--- src/design/ms_mem.sv ---
// ----------------------------------------------------------------------------
// ms_mem
// Synchronous RAM with one write port and two read ports, registered reads.
// ----------------------------------------------------------------------------
module ms_mem #(
    parameter int DEPTH      = 64,
    parameter int DATA_WIDTH = 32,
    parameter int AW         = 6
) (
    input  logic                  i_clk,
    input  logic                  i_we,
    input  logic [AW-1:0]         i_waddr,
    input  logic [DATA_WIDTH-1:0] i_wdata,
    input  logic [AW-1:0]         i_raddr_a,
    input  logic [AW-1:0]         i_raddr_b,
    output logic [DATA_WIDTH-1:0] o_rdata_a,
    output logic [DATA_WIDTH-1:0] o_rdata_b
);

    logic [DATA_WIDTH-1:0] r_mem [DEPTH];
    logic [DATA_WIDTH-1:0] r_rdata_a;
    logic [DATA_WIDTH-1:0] r_rdata_b;

    always_ff @(posedge i_clk) begin
        if (i_we) begin
            r_mem[i_waddr] <= i_wdata;
        end
        r_rdata_a <= r_mem[i_raddr_a];
        r_rdata_b <= r_mem[i_raddr_b];
    end

    assign o_rdata_a = r_rdata_a;
    assign o_rdata_b = r_rdata_b;

endmodule

--- config.mk ---
export PLATFORM = sky130hd
export DESIGN_NAME = ms_mem
export DESIGN_NICKNAME = d
export VERILOG_FILES = /design/src/design/ms_mem.sv
export SDC_FILE = /design/constraint.sdc
export NUM_CORES = 2
export LEC_CHECK = 0
export BUFFER_PORTS_ARGS = -buffer_cell sky130_fd_sc_hd__buf_2
export CAP_MARGIN = 20
export CORE_MARGIN = 4
export CORE_UTILIZATION = 55
export DETAILED_ROUTE_END_ITERATION = 12
export GPL_TIMING_DRIVEN = 0
export PLACE_DENSITY_LB_ADDON = 0.15
export REMOVE_ABC_BUFFERS = 1
export SLEW_MARGIN = 20
export SYNTH_ARGS = -nofsm -noshare
export SYNTH_HDL_FRONTEND = slang
export SYNTH_SLANG_ARGS = --single-unit
--- constraint.sdc ---
create_clock -name i_clk -period 8.5 [get_ports i_clk]
set_input_delay 1.7 -clock i_clk [delete_from_list [all_inputs] [get_ports i_clk]]
set_output_delay 1.7 -clock i_clk [all_outputs]
set_load 0.05 [all_outputs]
==> flow_metrics.tcl <==
set metrics [dict create \
    status "finished, final reports clean" \
    synth.avg_cell_area_sq_um 21.7 \
    fin_cells 7086 \
    fin_ws_ps 3490 \
    routed_wl_um 283000 \
    synth_enable_flop_cells 2048 \
    initial_utilization 0.555 \
    drc_errors 0 \
    path_max_fanout 69 \
    num_vias 52283 \
    fmax_mhz 200 \
    slew_headroom 0.0917 \
    power_leakage_uw 0.0344 \
    cts_buffers 212 \
    synth_top_area_cell "edfxtp_1" \
    synth_ff_type "edfxtp_1" \
    slowest_delay_ps 780 \
    hold_end "o_rdata_b[29]" \
    finalCriticalPeriod_ps 5010 \
    syn_area_sq_mm 0.0957 \
    grt_max_degree 80 \
    critPathRequiredTime_ps 9140 \
    chipWidth_um 425 \
    path_class "in2reg" \
    htreeDepth 4 \
    grt_pass1_vias 52030 \
    crit_path_top_delay_cell "o22ai_1" \
    regArea_sq_mm 0.0628 \
    worstPathCellList "buf_12, buf_16, buf_16, buf_16, mux4_2, mux4_2, o22ai_1, a21oi_1" \
    drtAntennaViolNets 0 \
    worstMarginPinSlew_ps 1360 \
    grt.total_usage 0.315 \
    layout.nets 4643 \
    ctsResizeCount 0 \
    cts_max_path_buffers 3 \
    ys_async_sr_fraction 0 \
    start_kind "primary input" \
    core-area_sq_mm 0.172 \
    critPathBufInv 4 \
    synth_top_area_frac 0.643 \
    worstSkewPairLatency_ps 850 \
    reg2reg_from "r_mem[45][25]" \
    power_frac_seq 0.505 \
    cts_sinks 2112 \
    placedCellCount 6682 \
    first_pass_iters 8 \
    dieArea_sq_mm 0.181 \
    grt_pass1_wl_um 397000 \
    via_per_inst 7.38 \
    hold_path_class "reg2reg" \
    clockPowerShare 0.407 \
    holdWs_ps 921 \
    worstHoldPathCells 5 \
    setup_viol 0 \
    p_comb_frac 0.088 \
    yosys_warnings 0 \
    antenna_found_initial 13 \
    multi_input_area_sq_mm 0.0317 \
    cts_root_buf "clkbuf_16" \
    ys_types 38 \
    area_growth_pct 14.4 \
    yosys-top-cells-area "edfxtp_1 64%, mux4_2 26%, mux2i_1 2.1%" \
    overflow 0 \
    place.gp.congestion 0.797 \
    r2r-end "o_rdata_a[25]" \
    place_ws_ps 2620 \
    holdCritStartpoint "r_mem[60][29]" \
    reg2reg_depth 5 \
    rsz0062_at_grt "no" \
    fin_util 0.635 \
    irDropWorstVdd_v 0.000211 \
    row_count 152 \
    numPortBuffers 115 \
    n_fill_cell 11367 \
    skew_ps 33.5 \
    io_pins 116 \
    hold_violations 0 \
    cts_tree "done" \
    period_share 0.589 \
    dp_hpwl_um 180000 \
    p_per_area_mw_per_mm2 209 \
    switching_share 0.228 \
    drv_cap 0 \
    cp.arrival_ps 5640 \
    cp-end-kind "flip-flop" \
    crit_path_frequent_cell "buf_16" \
    cts_setup_buffers 0 \
    routedWlPerCell_um 39.9 \
    synth-seq-cells 2112 \
    die_y_um 425 \
    yosysSeqAreaShare 0.656 \
    drtIter0Drc 8333 \
    drive_gt1_frac 0.394 \
    drv_slew 0 \
    ff2ff_setup_slack_ps 5800 \
    synth_cells 4412 \
    clkTransAtPathRegs_ps 70 \
    p_switching_uw 5220 \
    intPower_uw 17700 \
    cts.hold.buffers_added 0 \
    critical_path.top_delay_family "buffers and inverters" \
]
-- cell usage after synthesis (2+ instances only) --
cell type / count
or2_2: 3
clkbuf_1: 135
nor2b_1: 19
a221oi_1: 13
a22oi_1: 85
a32oi_1: 9
edfxtp_1: 2048
buf_2: 121
nand3_1: 9
o221ai_1: 16
and2_1: 6
mux2_2: 36
nand4_1: 2
nand3b_1: 6
a21oi_1: 58
buf_4: 55
o21ai_1: 31
a211oi_1: 15
dfxtp_1: 64
buf_6: 11
o32a_1: 9
or3b_2: 2
o211ai_1: 27
nor3_1: 3
mux4_2: 1124
nor2_1: 94
o22ai_1: 56
nand2b_1: 8
or3_1: 2
nand2_1: 93
o21ai_0: 18
buf_1: 25
mux2i_1: 204
-- logic make-up after synthesis --
kind of cell | after synthesis | synth area share
simple gates | 248 | 0.0113
mux | 1364 | 0.290
buf+inv | 348 | 0.0183
flops | 2112 | 0.656
compound gates | 340 | 0.0239
-- cell usage in the layout, fill, tap and decap left out, types with 8 or more instances in the layout --
cell / netlist / layout
a211oi_1: 15 / 15
buf_4: 55 / 32
clkbuf_16: 0 / 215
a32oi_1: 9 / 9
buf_2: 121 / 82
clkbuf_1: 135 / 36
dfxtp_1: 64 / 64
mux4_2: 1124 / 1124
nand3_1: 9 / 9
o221ai_1: 16 / 16
nor2_1: 94 / 30
nor2_4: 0 / 63
clkinv_1: 0 / 38
o22ai_1: 56 / 56
nand2_1: 93 / 91
bufinv_16: 0 / 22
edfxtp_1: 2048 / 2048
buf_16: 0 / 88
buf_6: 11 / 8
buf_12: 0 / 94
o211ai_1: 27 / 27
o21ai_0: 18 / 18
a221oi_1: 13 / 12
mux2i_1: 204 / 204
mux2_2: 36 / 36
clkinv_2: 0 / 53
clkbuf_8: 0 / 12
o21ai_1: 31 / 31
a21oi_1: 58 / 57
a22oi_1: 85 / 85
o32a_1: 9 / 9
nor2b_1: 19 / 11
-- area by class of cell --
type / count / share of cell area
repair buffers: 312 / 0.0471
diodes: 7 / 0.000160
flip-flops and latches: 2112 / 0.574
well taps: 2310 / 0.0264
clock inverters: 129 / 0.0110
inverters: 1 / 0.0000343
multi-input cells: 1952 / 0.290
clock buffers: 263 / 0.0519
-- power by group through the flow --
stage | logic (uW) | clock network [uW] | registers (uW)
4_1_cts | 1990 | 9400 | 11600
5_1_grt | 2100 | 9900 | 11600
2_1_floorplan | 832 | 0 | 11900
3_3_place_gp | 2540 | 0 | 11800
3_5_place_dp | 1980 | 0 | 11800
6_report | 2010 | 9320 | 11600
-- sequential cells by signal, indices dropped and copies added (netlist names) --
register	flops
o_rdata_a	32
o_rdata_b	32
r_mem	2048
-- stage by stage --
step,TNS (ps),total power (uW),instance area [sq um]
5_1_grt,0,23600,109000
3_3_place_gp,-800130,14300,97400
4_1_cts,0,23000,109000
3_5_place_dp,0,13800,102000
6_report,0,22900,109000
2_1_floorplan,0,12800,93900
-- routing by layer --
metal  GRT usage  vias to the layer above  routed length [um]  part of all wire
met5           0                        -                  20          0.000071
met1       0.447                    28205              104000              0.37
met3      0.0798                      588               33800              0.12
li1            -                    19912                   -                 -
met4       0.114                        2               11700             0.041
met2       0.484                     3576              133000              0.47
-- how the worst max path moves through the flow --
| stage | from | to | cells after the start |
|---|---|---|---|
| final | i_raddr_b[0] | o_rdata_b[4] | 8 |
| after global routing | i_raddr_a[0] | o_rdata_a[0] | 8 |
| after CTS | i_raddr_b[0] | o_rdata_b[4] | 8 |
| after detailed placement | i_raddr_b[0] | o_rdata_b[4] | 8 |
| after global placement | i_raddr_a[0] | o_rdata_a[27] | 6 |
| after floorplan | i_waddr[4] | r_mem[48][0] | 3 |
-- worst reg2reg max path, cell delays in order (launching register included) --
cell and delay [ps]:
edfxtp_1 370, mux4_2 480, mux2i_1 190, a21oi_1 330
nor2_1 880, o22ai_1 270
(Power assumes the default switching activity.)
